<file path="src/hw/rtl/xcr_pkg.sv">
// ----------------------------------------------------------------------------
// XMODEM checksum receiver package
// Beat types, protocol bytes, codes and a helper function.
// ----------------------------------------------------------------------------
`default_nettype none

package xcr_pkg;

   localparam int unsigned PACKET_BYTES = 128;
   localparam int unsigned BYTE_INDEX_W = $clog2(PACKET_BYTES + 1);

   // Protocol bytes
   localparam logic [7:0] BYTE_SOH = 8'h01;
   localparam logic [7:0] BYTE_EOT = 8'h04;
   localparam logic [7:0] BYTE_ACK = 8'h06;
   localparam logic [7:0] BYTE_NAK = 8'h15;
   localparam logic [7:0] BYTE_CAN = 8'h18;
   localparam logic [7:0] BYTE_SUB = 8'h1a;
   localparam logic [7:0] BYTE_ESC = 8'h1b;

   localparam logic [15:0] INTERVAL_RESET = 16'd1000;

   typedef enum logic [1:0] {
      OP_START = 2'd0,
      OP_BYTE  = 2'd1,
      OP_TICK  = 2'd2
   } opcode_type;

   typedef enum logic [1:0] {
      END_EOT      = 2'd0,
      END_CANCEL   = 2'd1,
      END_ESCAPE   = 2'd2,
      END_PROTOCOL = 2'd3
   } end_status_type;

   typedef enum logic [1:0] {
      CSR_BASE_ADDRESS  = 2'd0,
      CSR_VERIFY_MODE   = 2'd1,
      CSR_SYNC_INTERVAL = 2'd2,
      CSR_BYTE_TIMEOUT  = 2'd3
   } csr_index_type;

   typedef enum logic [7:0] {
      PH_IDLE   = 8'b0000_0001,
      PH_SYNC   = 8'b0000_0010,
      PH_HEADER = 8'b0000_0100,
      PH_SEQ1   = 8'b0000_1000,
      PH_SEQ2   = 8'b0001_0000,
      PH_DATA   = 8'b0010_0000,
      PH_CSUM   = 8'b0100_0000,
      PH_DONE   = 8'b1000_0000
   } phase_type;

   typedef struct packed {
      logic [1:0] opcode;
      logic [7:0] rx_byte;
      logic [7:0] stored_byte;
   } req_type;

   typedef struct packed {
      logic        tx_valid;
      logic [7:0]  tx_byte;
      logic        mem_write;
      logic [31:0] mem_addr;
      logic [7:0]  mem_data;
      logic        done_res;
      logic [1:0]  end_status;
      logic [31:0] packet_count;
      logic [31:0] byte_total;
      logic [31:0] mismatch_count;
      logic [31:0] first_mismatch_addr;
   } rsp_type;

   // Saturating 32-bit add: the carry out selects all ones.
   function automatic logic [31:0] sat_add32(input logic [31:0] a, input logic [31:0] b);
      logic [32:0] sum;
      sum = {1'b0, a} + {1'b0, b};
      return sum[32] ? 32'hffff_ffff : sum[31:0];
   endfunction

endpackage

`default_nettype wire

</file>
<file path="src/hw/rtl/xmodem_checksum_receiver.sv">
// ----------------------------------------------------------------------------
// XMODEM checksum receiver
// Receiver side of XMODEM with 128-byte packets and an 8-bit checksum.
// ----------------------------------------------------------------------------
//   channel   direction   handshake            beat
//   req_      in          req_valid/req_stall  opcode, rx_byte, stored_byte
//   rsp_      out         rsp_valid/rsp_stall  reply, memory access, status
//   csr_      in          csr_wr_en            index and data, write only
//
// One beat is accepted per cycle while req_stall is low; each produces exactly one
// result beat, which passes the input register, then the result register.
// The whole update of one event sits between those two registers.
// With rsp_stall high, one further beat is still taken into the input register.
// Reset is synchronous and restores the configuration, valid flags and session state.
// ----------------------------------------------------------------------------
`default_nettype none

module xmodem_checksum_receiver (
   input  wire logic            clock,
   input  wire logic            reset,
   input  wire logic            req_valid,
   output logic                 req_stall,
   input  wire xcr_pkg::req_type req_payload,
   output logic                 rsp_valid,
   input  wire logic            rsp_stall,
   output xcr_pkg::rsp_type     rsp_payload,
   input  wire logic            csr_wr_en,
   input  wire logic [1:0]      csr_index,
   input  wire logic [31:0]     csr_wdata
);

   import xcr_pkg::*;

   // Configuration
   logic [31:0] base_address_ff;
   logic        verify_mode_ff;
   logic [15:0] sync_interval_ff;
   logic [15:0] byte_timeout_ff;

   // Pipeline
   logic    in_valid_ff, in_valid_in;
   req_type in_item_ff;
   logic    out_valid_ff, out_valid_in;
   rsp_type out_item_ff, out_item_in;
   logic    advance;

   // Session state
   phase_type               phase_ff, phase_in;
   logic [7:0]              expected_seq_ff, expected_seq_in;
   logic [7:0]              seq_first_ff, seq_first_in;
   logic [7:0]              seq_second_ff, seq_second_in;
   logic [BYTE_INDEX_W-1:0] byte_index_ff, byte_index_in;
   logic [7:0]              running_sum_ff, running_sum_in;
   logic [31:0]             data_address_ff, data_address_in;
   logic [15:0]             tick_count_ff, tick_count_in;
   logic [31:0]             packets_ff, packets_in;
   logic [31:0]             bytes_ff, bytes_in;
   logic [31:0]             mismatches_ff, mismatches_in;
   logic [31:0]             first_mismatch_ff, first_mismatch_in;

   logic [BYTE_INDEX_W-1:0] byte_index_inc;
   logic [15:0]             tick_inc;
   logic [31:0]             cur_addr;

   assign advance   = in_valid_ff && (!out_valid_ff || !rsp_stall);
   assign req_stall = in_valid_ff && !advance;
   assign rsp_valid   = out_valid_ff;
   assign rsp_payload = out_item_ff;

   always_comb begin
      if (req_valid && !req_stall) begin
         in_valid_in = 1'b1;
      end else if (advance) begin
         in_valid_in = 1'b0;
      end else begin
         in_valid_in = in_valid_ff;
      end
      if (advance) begin
         out_valid_in = 1'b1;
      end else if (rsp_stall) begin
         out_valid_in = out_valid_ff;
      end else begin
         out_valid_in = 1'b0;
      end
   end

   assign byte_index_inc = byte_index_ff + 1'b1;
   assign tick_inc       = tick_count_ff + 16'd1;
   assign cur_addr       = data_address_ff + 32'(byte_index_ff);

   always_comb begin
      phase_in          = phase_ff;
      expected_seq_in   = expected_seq_ff;
      seq_first_in      = seq_first_ff;
      seq_second_in     = seq_second_ff;
      byte_index_in     = byte_index_ff;
      running_sum_in    = running_sum_ff;
      data_address_in   = data_address_ff;
      tick_count_in     = tick_count_ff;
      packets_in        = packets_ff;
      bytes_in          = bytes_ff;
      mismatches_in     = mismatches_ff;
      first_mismatch_in = first_mismatch_ff;

      out_item_in            = '0;
      out_item_in.mem_addr   = cur_addr;

      case (opcode_type'(in_item_ff.opcode))
         OP_START: begin
            phase_in          = PH_SYNC;
            expected_seq_in   = 8'd1;
            seq_first_in      = '0;
            seq_second_in     = '0;
            byte_index_in     = '0;
            running_sum_in    = '0;
            data_address_in   = base_address_ff;
            tick_count_in     = '0;
            packets_in        = '0;
            bytes_in          = '0;
            mismatches_in     = '0;
            first_mismatch_in = '0;
            out_item_in.tx_valid = 1'b1;
            out_item_in.tx_byte  = BYTE_NAK;
         end
         OP_TICK: begin
            case (phase_ff)
               PH_SYNC: begin
                  tick_count_in = tick_inc;
                  if (tick_inc >= sync_interval_ff) begin
                     tick_count_in        = '0;
                     out_item_in.tx_valid = 1'b1;
                     out_item_in.tx_byte  = BYTE_NAK;
                  end
               end
               PH_SEQ1, PH_SEQ2, PH_DATA: begin
                  tick_count_in = tick_inc;
                  if (tick_inc >= byte_timeout_ff) begin
                     tick_count_in        = '0;
                     phase_in             = PH_HEADER;
                     out_item_in.tx_valid = 1'b1;
                     out_item_in.tx_byte  = BYTE_NAK;
                  end
               end
               default: begin
               end
            endcase
         end
         OP_BYTE: begin
            case (phase_ff)
               PH_SYNC, PH_HEADER: begin
                  tick_count_in = '0;
                  case (in_item_ff.rx_byte)
                     BYTE_SOH: begin
                        phase_in       = PH_SEQ1;
                        byte_index_in  = '0;
                        running_sum_in = '0;
                     end
                     BYTE_EOT: begin
                        phase_in             = PH_DONE;
                        out_item_in.tx_valid = 1'b1;
                        out_item_in.tx_byte  = BYTE_ACK;
                        out_item_in.done_res = 1'b1;
                        out_item_in.end_status = END_EOT;
                     end
                     BYTE_CAN: begin
                        phase_in               = PH_DONE;
                        out_item_in.done_res   = 1'b1;
                        out_item_in.end_status = END_CANCEL;
                     end
                     BYTE_ESC: begin
                        phase_in               = PH_DONE;
                        out_item_in.done_res   = 1'b1;
                        out_item_in.end_status = END_ESCAPE;
                     end
                     BYTE_SUB: begin
                        phase_in = PH_HEADER;
                     end
                     default: begin
                        phase_in               = PH_DONE;
                        out_item_in.done_res   = 1'b1;
                        out_item_in.end_status = END_PROTOCOL;
                     end
                  endcase
               end
               PH_SEQ1: begin
                  seq_first_in  = in_item_ff.rx_byte;
                  tick_count_in = '0;
                  phase_in      = PH_SEQ2;
               end
               PH_SEQ2: begin
                  seq_second_in = in_item_ff.rx_byte;
                  tick_count_in = '0;
                  phase_in      = PH_DATA;
               end
               PH_DATA: begin
                  tick_count_in        = '0;
                  out_item_in.mem_data = in_item_ff.rx_byte;
                  if (verify_mode_ff) begin
                     if (in_item_ff.stored_byte != in_item_ff.rx_byte) begin
                        if (mismatches_ff == '0) begin
                           first_mismatch_in = cur_addr;
                        end
                        mismatches_in = sat_add32(mismatches_ff, 32'd1);
                     end
                  end else begin
                     out_item_in.mem_write = 1'b1;
                  end
                  running_sum_in = running_sum_ff + in_item_ff.rx_byte;
                  byte_index_in  = byte_index_inc;
                  if (byte_index_inc >= BYTE_INDEX_W'(PACKET_BYTES)) begin
                     phase_in = PH_CSUM;
                  end
               end
               PH_CSUM: begin
                  out_item_in.tx_valid = 1'b1;
                  phase_in             = PH_HEADER;
                  byte_index_in        = '0;
                  running_sum_in       = '0;
                  // Checksum, then complement, then sequence number.
                  if (running_sum_ff != in_item_ff.rx_byte) begin
                     out_item_in.tx_byte = BYTE_NAK;
                  end else if (seq_first_ff != ~seq_second_ff) begin
                     out_item_in.tx_byte = BYTE_NAK;
                  end else if (seq_first_ff == expected_seq_ff) begin
                     data_address_in     = data_address_ff + 32'(PACKET_BYTES);
                     expected_seq_in     = expected_seq_ff + 8'd1;
                     packets_in          = sat_add32(packets_ff, 32'd1);
                     bytes_in            = sat_add32(bytes_ff, 32'(PACKET_BYTES));
                     out_item_in.tx_byte = BYTE_ACK;
                  end else if (seq_first_ff == expected_seq_ff - 8'd1) begin
                     // A repeat of the last packet is acknowledged but not taken.
                     out_item_in.tx_byte = BYTE_ACK;
                  end else begin
                     out_item_in.tx_byte    = BYTE_CAN;
                     out_item_in.done_res   = 1'b1;
                     out_item_in.end_status = END_PROTOCOL;
                     phase_in               = PH_DONE;
                  end
               end
               default: begin
               end
            endcase
         end
         default: begin
         end
      endcase

      out_item_in.packet_count        = packets_in;
      out_item_in.byte_total          = bytes_in;
      out_item_in.mismatch_count      = mismatches_in;
      out_item_in.first_mismatch_addr = first_mismatch_in;
   end

   always_ff @(posedge clock) begin
      if (reset) begin
         base_address_ff  <= '0;
         verify_mode_ff   <= 1'b0;
         sync_interval_ff <= INTERVAL_RESET;
         byte_timeout_ff  <= INTERVAL_RESET;
      end else if (csr_wr_en) begin
         case (csr_index_type'(csr_index))
            CSR_BASE_ADDRESS:  base_address_ff  <= csr_wdata;
            CSR_VERIFY_MODE:   verify_mode_ff   <= csr_wdata[0];
            CSR_SYNC_INTERVAL: sync_interval_ff <= csr_wdata[15:0];
            CSR_BYTE_TIMEOUT:  byte_timeout_ff  <= csr_wdata[15:0];
            default: begin
            end
         endcase
      end
   end

   always_ff @(posedge clock) begin
      if (reset) begin
         in_valid_ff       <= 1'b0;
         out_valid_ff      <= 1'b0;
         phase_ff          <= PH_IDLE;
         expected_seq_ff   <= 8'd1;
         seq_first_ff      <= '0;
         seq_second_ff     <= '0;
         byte_index_ff     <= '0;
         running_sum_ff    <= '0;
         data_address_ff   <= '0;
         tick_count_ff     <= '0;
         packets_ff        <= '0;
         bytes_ff          <= '0;
         mismatches_ff     <= '0;
         first_mismatch_ff <= '0;
      end else begin
         in_valid_ff  <= in_valid_in;
         out_valid_ff <= out_valid_in;
         if (advance) begin
            phase_ff          <= phase_in;
            expected_seq_ff   <= expected_seq_in;
            seq_first_ff      <= seq_first_in;
            seq_second_ff     <= seq_second_in;
            byte_index_ff     <= byte_index_in;
            running_sum_ff    <= running_sum_in;
            data_address_ff   <= data_address_in;
            tick_count_ff     <= tick_count_in;
            packets_ff        <= packets_in;
            bytes_ff          <= bytes_in;
            mismatches_ff     <= mismatches_in;
            first_mismatch_ff <= first_mismatch_in;
         end
      end
   end

   always_ff @(posedge clock) begin
      if (req_valid && !req_stall) begin
         in_item_ff <= req_payload;
      end
      if (advance) begin
         out_item_ff <= out_item_in;
      end
   end

endmodule

`default_nettype wire

</file>
<file path="config.mk">
export PLATFORM = sky130hd
export DESIGN_NAME = xmodem_checksum_receiver
export DESIGN_NICKNAME = d
export VERILOG_FILES = /design/src/hw/rtl/xcr_pkg.sv /design/src/hw/rtl/xmodem_checksum_receiver.sv
export SDC_FILE = /design/constraint.sdc
export NUM_CORES = 1
export LEC_CHECK = 0
export BUFFER_PORTS_ARGS = -buffer_cell sky130_fd_sc_hd__buf_2
export CAP_MARGIN = 20
export CORE_MARGIN = 4
export CORE_UTILIZATION = 60
export DETAILED_ROUTE_END_ITERATION = 16
export PLACE_DENSITY = 0.93
export SLEW_MARGIN = 20
export SYNTH_ARGS = -nofsm -noshare
export SYNTH_HDL_FRONTEND = slang
export SYNTH_SLANG_ARGS = --single-unit
export TNS_END_PERCENT = 5
</file>
<file path="constraint.sdc">
create_clock -name clock -period 8.2 [get_ports clock]
set_input_delay 0.82 -clock clock [delete_from_list [all_inputs] [get_ports clock]]
set_output_delay 0.82 -clock clock [all_outputs]
set_load 0.02 [all_outputs]
</file>
==> run_results.csv, run 1 <==
group,metric,value,unit
synth,most_area_hungry_cell_type_in_the_yosys_netlist,"edfxtp_1",
synth,synth-compound-area-share,0.190,
synth,simple_gate_portion_of_the_synthesized_area,0.221,
die,effective_utilization_at_floorplan,0.612,
critical_path,highest_net_fanout_along_the_worst_path,24,
hold_path,timing.hold.worst.class,"primary input to register",
synth,syn_inst,2825,
synth,netlist_area,24500,um^2
clock_network,cts_hold_repair.buffers,0,
critical_path,critPathBufInv,1,
routing,final_antenna_net_count,0,
synth,synthesized_area_fraction_occupied_by_xor_and_xnor_cells,0.0297,
layout,fill_cells,3047,
critical_path,worstSetupStartpointType,"register",
pwr,pwr_density_cell,189,nW/um^2
layout,antenna_cells_inserted,0,
layout,layout.cells.most_common,"nand2_1",
routing,initialDrtViolationCount,3296,
clock_network,cts-root-buf,"clkbuf_16",
pwr,cellLeakagePower,9.99,nW
synth,synth_enable_flop_cells,196,
layout,finalNetCount,3090,
synth,synth_cell_types,89,
timing,clock.fmax,0.244,GHz
global_route,grt_usage,0.328,
critical_path,worst-endpoint-required,8.69,ns
synth,async_flop_share,0,
clock_network,ctsHtreeMaxLevel,2,
synth,yosys_warnings,0,
die,io-pin-count,240,
timing,layout_min_cycle_time,4.09,ns
layout,area_growth_syn_to_layout,12.5,%
timing,clock_skew,0.0193,ns
synth,proportion_of_synthesized_area_in_mux_cells,0.00506,
layout,layoutNonFillerInstCount,3536,
clock_network,clk-insertion-delay-late,0.60,ns
critical_path,critical_path.cell_chain,"nor4b_1, and2_1, o211ai_1, buf_4, nor3_1, nand2_1, o21ai_0",
die,fp-row-count,73,
run,cap_violations,0,
routing,avgViaCountPerCell,6.63,
place,port_buffers,236,
clock_network,clkSlewWorstSetupHoldPaths,0.07,ns
synth,synth_flop_cell,"dfxtp_1",
routing,first_pass_iters,8,
global_route,grt_pass1_vias,22000,
timing,fin_setup_tns,0,ns
global_route,global_route.overflow_total,0,
layout,layout-drive-gt1-share,0.133,
critical_path,timing.critical_path.to_type,"register",
critical_path,cpMaxStageDelayCell,"nor3_1",
place,dp_hpwl,52800,um
critical_path,arrival,4.58,ns
synth,register_area_share_after_synthesis,0.478,
routing,route.detailed.wl_per_inst,21.5,um
place,dp_cells,3446,
routing,dr_total_vias,23500,
clock_network,cts_tree,"built",
clock_network,cts.repair.resized,0,
synth,synthesis.area_per_instance,8.67,um^2
pwr,max-vdd-ir-drop,0.178,mV
critical_path,path_delay_family,"simple AND/OR/NAND/NOR gates",
die,coreArea,40000,um^2
clock_network,cts_inserted_buffers,48,
timing,worst_slew_margin_rel,0.214,
timing,worstMarginPinSlew,1.17,ns
outcome,outcome,"finished, final reports clean",
timing,min_period_over_period,0.499,
layout,highest_count_cells_in_the_layout_ignoring_fill_and_taps,"409 x nand2_1, 291 x dfxtp_1, 274 x a21oi_1",
timing,worst_slack,4.11,ns
timing,drv_slew,0,
critical_path,slowest_delay,0.96,ns
clock_network,postCtsSetupRepairBufs,0,
timing,finalHoldViolations,0,
die,die_height,210,um
synth,post_synthesis_share_of_cell_area_spent_on_full_adders_half_adders_and_majority_gates,0.0323,
clock_network,tritoncts_num_sinks,487,
die,floorplan.die_area,44100,um^2
routing,drcViolationCount,0,
synth,main_combinational_cell_family_by_area_after_synthesis,"simple AND/OR/NAND/NOR gates",
place,placement.setup.worst_slack,4.07,ns
critical_path,worstSetupPathType,"register to register",
synth,synth-seq-cells,487,
synth,synth_area_leaders,"edfxtp_1 24%, dfxtp_1 24%, nand2_1 6.3%",
global_route,grt_antenna_before_repair,0,
place,gp_routability_congestion,1.00,
timing,setup_repair_after_global_routing_missed_its_margin,"false",
synth,synth.top_cell.area_share,0.240,
die,die_w,210,um
routing,route.final.wire_length,76100,um
global_route,grt_pass1_wl,118000,um
global_route,grt_start_max_net_pins,106,
timing,timing.final.setup_violations,0,
clock_network,clockBufferDepth,3,
## flip-flops by register name (all words and copies together), names as in the netlist
register / count
bytes_ff: 32
in_valid_ff: 1
base_address_ff: 32
running_sum_ff: 8
in_item_ff: 18
sync_interval_ff: 16
packets_ff: 32
rsp_payload: 178
verify_mode_ff: 1
first_mismatch_ff: 32
data_address_ff: 32
seq_second_ff: 8
phase_ff: 8
seq_first_ff: 8
expected_seq_ff: 8
byte_index_ff: 8
mismatches_ff: 32
rsp_valid: 1
tick_count_ff: 16
byte_timeout_ff: 16
## worst paths after layout
kind | startpoint | end | slack [ns] | cells past startpoint
worst max-delay path | phase_ff[5] | first_mismatch_ff[12] | 4.11 | 7
worst min register to register | bytes_ff[1] | bytes_ff[1] | 0.45 | 2
worst min-delay path | req_payload[5] | in_item_ff[5] | 0.40 | 1
worst max register to register | phase_ff[5] | first_mismatch_ff[12] | 4.11 | 7
## through the flow
stage	area, um^2	utilization	total power, mW	hold slack, ns
after floorplan	24500	-	2.89	0.416
after global placement	26000	0.649	3.01	0.429
after detailed placement	26000	0.649	3.02	0.440
after CTS	27500	0.688	5.20	0.381
after global routing	27600	0.689	5.34	0.391
final	27600	0.689	5.20	0.402
## cells in the mapped netlist, types with 25 or more instances
cell,number
nor2_1,248
or3_1,29
a22o_1,26
clkbuf_1,154
a211oi_1,27
nor3_1,84
inv_1,107
dfxtp_1,291
xnor2_1,62
edfxtp_1,196
nand2_1,409
a311oi_1,25
ha_1,60
nor4_1,33
nand4_1,47
a21oi_1,275
o211ai_1,44
a31oi_1,38
nand3_1,120
o21ai_0,195
and3_1,37
## report_power, final
part           leakage (nW)  internal, mW  switching [mW]  total (mW)
registers              4.17          2.58          0.0388        2.62
clock network         0.759          1.23           0.979        2.21
logic                  5.07        0.0963           0.267       0.363
## cells by family after synthesis
group                    after synthesis
AO/OA/AOI/OAI                        759
AND/OR/NAND/NOR                     1138
buffers and inverters                283
XOR/XNOR                              83
adder cells (fa/ha/maj)               62
flip-flops                           487
multiplexers                          12
other                                  1
## per-layer routing
metal / vias to the layer above / global-route usage / share of wire
met3: 277 / 0.0627 / 0.12
met4: 0 / 0.140 / 0.044
met1: 10900 / 0.458 / 0.39
met2: 1681 / 0.506 / 0.45
li1: 10600 / - / -
met5: - / 0 / 0
## layout make-up
cell class | instances | area (um^2) | area share
Inverter | 109 | 417 | 0.0151
Clock inverter | 30 | 255 | 0.00926
Tap cell | 525 | 657 | 0.0238
Timing Repair Buffer | 268 | 1420 | 0.0517
Sequential cell | 487 | 11700 | 0.425
Multi-Input combinational cell | 2057 | 11800 | 0.428
Clock buffer | 60 | 1310 | 0.0475
(Power assumes the default switching activity.)
==> run 2: changes to the inputs <==
==> constraint.sdc (replaced) <==
create_clock -name clock -period 3.8 [get_ports clock]
set_input_delay 0.38 -clock clock [delete_from_list [all_inputs] [get_ports clock]]
set_output_delay 0.38 -clock clock [all_outputs]
set_load 0.02 [all_outputs]
==> run 2 against run 1 <==
  * Routed wire length is 2.1% higher
  * Die area did not move
  * Sequential share of layout area down 1.1 points
  * Global-route usage is 0.67 points higher
  * Via count is 1.3% higher
==> run_results.csv, run 2 (synthesized netlist as in run 1, its figures left out) <==
group,metric,value,unit
routing,avgViaCountPerCell,6.57,
global_route,grt_pass1_wl,121000,um
layout,area_growth_syn_to_layout,15.5,%
timing,worstMarginPinSlew,1.01,ns
outcome,outcome,"finished, final reports clean",
timing,worst_slew_margin_rel,0.329,
global_route,grt_start_max_net_pins,110,
routing,final_antenna_net_count,0,
hold_path,timing.hold.worst.class,"primary input to register",
routing,initialDrtViolationCount,3385,
timing,clock_skew,0.0273,ns
run,cap_violations,0,
layout,antenna_cells_inserted,0,
pwr,combPwrFrac,0.075,
die,die_height,210,um
pwr,net_switching_power_figure,2.81,mW
place,gp_routability_congestion,1.00,
layout,finalNetCount,3172,
critical_path,critical_path.cell_chain,"ha_1, nor3_1, and4b_1, nand4_1, or3_1, nor4_1, buf_4, a31oi_1, o21ba_2",
layout,final_core_util,0.707,
critical_path,cpMaxStageDelayCell,"nor3_1",
clock_network,cts_tree,"built",
die,fp-row-count,73,
routing,dr_total_vias,23800,
clock_network,tritoncts_num_sinks,487,
critical_path,timing.critical_path.to_type,"register",
timing,finalHoldViolations,0,
routing,route.final.wire_length,77700,um
die,die_w,210,um
clock_network,clockBufferDepth,3,
critical_path,worstSetupPathType,"register to register",
timing,layout_min_cycle_time,3.77,ns
pwr,power.internal,8.46,mW
place,dp_hpwl,54400,um
clock_network,cts-root-buf,"clkbuf_16",
layout,layout-drive-gt1-share,0.150,
die,floorplan.die_area,44100,um^2
clock_network,clk-insertion-delay-late,0.62,ns
routing,drcViolationCount,0,
pwr,seqPwrFrac,0.502,
timing,setup_repair_after_global_routing_missed_its_margin,"true",
timing,timing.final.setup_violations,0,
global_route,grt_usage,0.335,
timing,worst_slack,0.0315,ns
pwr,power.clock.fraction,0.424,
die,coreArea,40000,um^2
layout,highest_count_cells_in_the_layout_ignoring_fill_and_taps,"409 x nand2_1, 290 x dfxtp_1, 272 x a21oi_1",
timing,min_period_over_period,0.992,
routing,first_pass_iters,8,
place,port_buffers,236,
routing,route.detailed.wl_per_inst,21.5,um
timing,clock.fmax,0.265,GHz
critical_path,worstSetupStartpointType,"register",
critical_path,worst-endpoint-required,4.30,ns
critical_path,arrival,4.27,ns
layout,largest_reg_flops,178,
global_route,global_route.overflow_total,0,
global_route,grt_antenna_before_repair,0,
clock_network,clkSlewWorstSetupHoldPaths,0.06,ns
layout,layout.cells.most_common,"nand2_1",
pwr,max-vdd-ir-drop,0.325,mV
clock_network,cts_inserted_buffers,49,
layout,layoutNonFillerInstCount,3618,
pwr,switching_share,0.250,
timing,drv_slew,0,
die,effective_utilization_at_floorplan,0.612,
pwr,cellLeakagePower,10.4,nW
global_route,grt_pass1_vias,22400,
pwr,pwr_density_cell,398,nW/um^2
critical_path,highest_net_fanout_along_the_worst_path,6,
clock_network,ctsHtreeMaxLevel,2,
place,dp_cells,3504,
die,io-pin-count,240,
critical_path,slowest_delay,0.59,ns
place,placement.setup.worst_slack,0.128,ns
-- run 2: cell types whose count changed in the layout (fill, tap and decap cells not counted), sizes merged --
| cell | delta |
|---|---|
| clkinv | -7 |
| clkinvlp | -2 |
| dlygate4sd3 | +20 |
| clkbuf | +11 |
| a22oi | +1 |
| buf | +60 |
| bufinv | -1 |
-- run 2: worst paths after layout --
kind / start / slack [ns] / end / cells after the start
hold / removal: csr_wdata[21] / 0.02 / base_address_ff[21] / 3
setup / recovery: in_item_ff[11] / 0.03 / packets_ff[30] / 9
hold reg to reg: first_mismatch_ff[11] / 0.45 / first_mismatch_ff[11] / 2
setup reg to reg: in_item_ff[11] / 0.03 / packets_ff[30] / 9
-- run 2: per-layer routing --
layer	share of wire	global-route usage	routed length, um	up-vias
met3	0.12	0.0691	9300	272
met1	0.39	0.463	30300	11100
met4	0.040	0.119	3130	0
li1	-	-	-	10700
met2	0.45	0.529	35000	1698
met5	0	0	0	-
-- run 2: area by class of cell --
class / instances / area [um^2]
clock buffer: 71 / 1360
inverter: 109 / 417
timing repair buffer: 348 / 2160
multi-input combinational: 2058 / 11800
fill: 2962 / 11700
tap: 525 / 657
clock inverter: 20 / 176
sequential: 487 / 11700
-- run 2: metrics by stage --
step | instance area, um^2 | hold WS, ns | power, mW | setup TNS (ns)
final | 28300 | 0.0232 | 11.3 | 0
after global routing | 28300 | 0.0192 | 11.6 | -0.0836
after CTS | 28200 | 0.00333 | 11.3 | 0
after detailed placement | 26500 | 0.438 | 6.56 | 0
after global placement | 26500 | 0.433 | 6.53 | 0
after floorplan | 24500 | 0.416 | 6.23 | 0
-- run 2: power groups by stage --
stage	Clock [mW]	Combinational [mW]	Sequential, mW
2_1_floorplan	0	0.373	5.86
3_3_place_gp	0	0.778	5.76
3_5_place_dp	0	0.799	5.76
4_1_cts	4.79	0.819	5.65
5_1_grt	5.01	0.888	5.66
6_report	4.77	0.840	5.65
-- run 2: timing repair --
action                     4_1_cts  5_1_grt
hold buffers                    20        0
setup endpoints to repair        0       43
buffers inserted                 0        2
hold endpoints to repair        20        0
gates resized for setup          0        9
-- run 2: worst max-delay path, delay by kind of cell (launching register included) --
kind,cells,cell delay [ns]
adders and majority gates,1,0.39
AOI/OAI and AO/OA,2,0.29
DFF,1,0.49
and+or+nand+nor,5,2.28
buffers and inverters,1,0.22
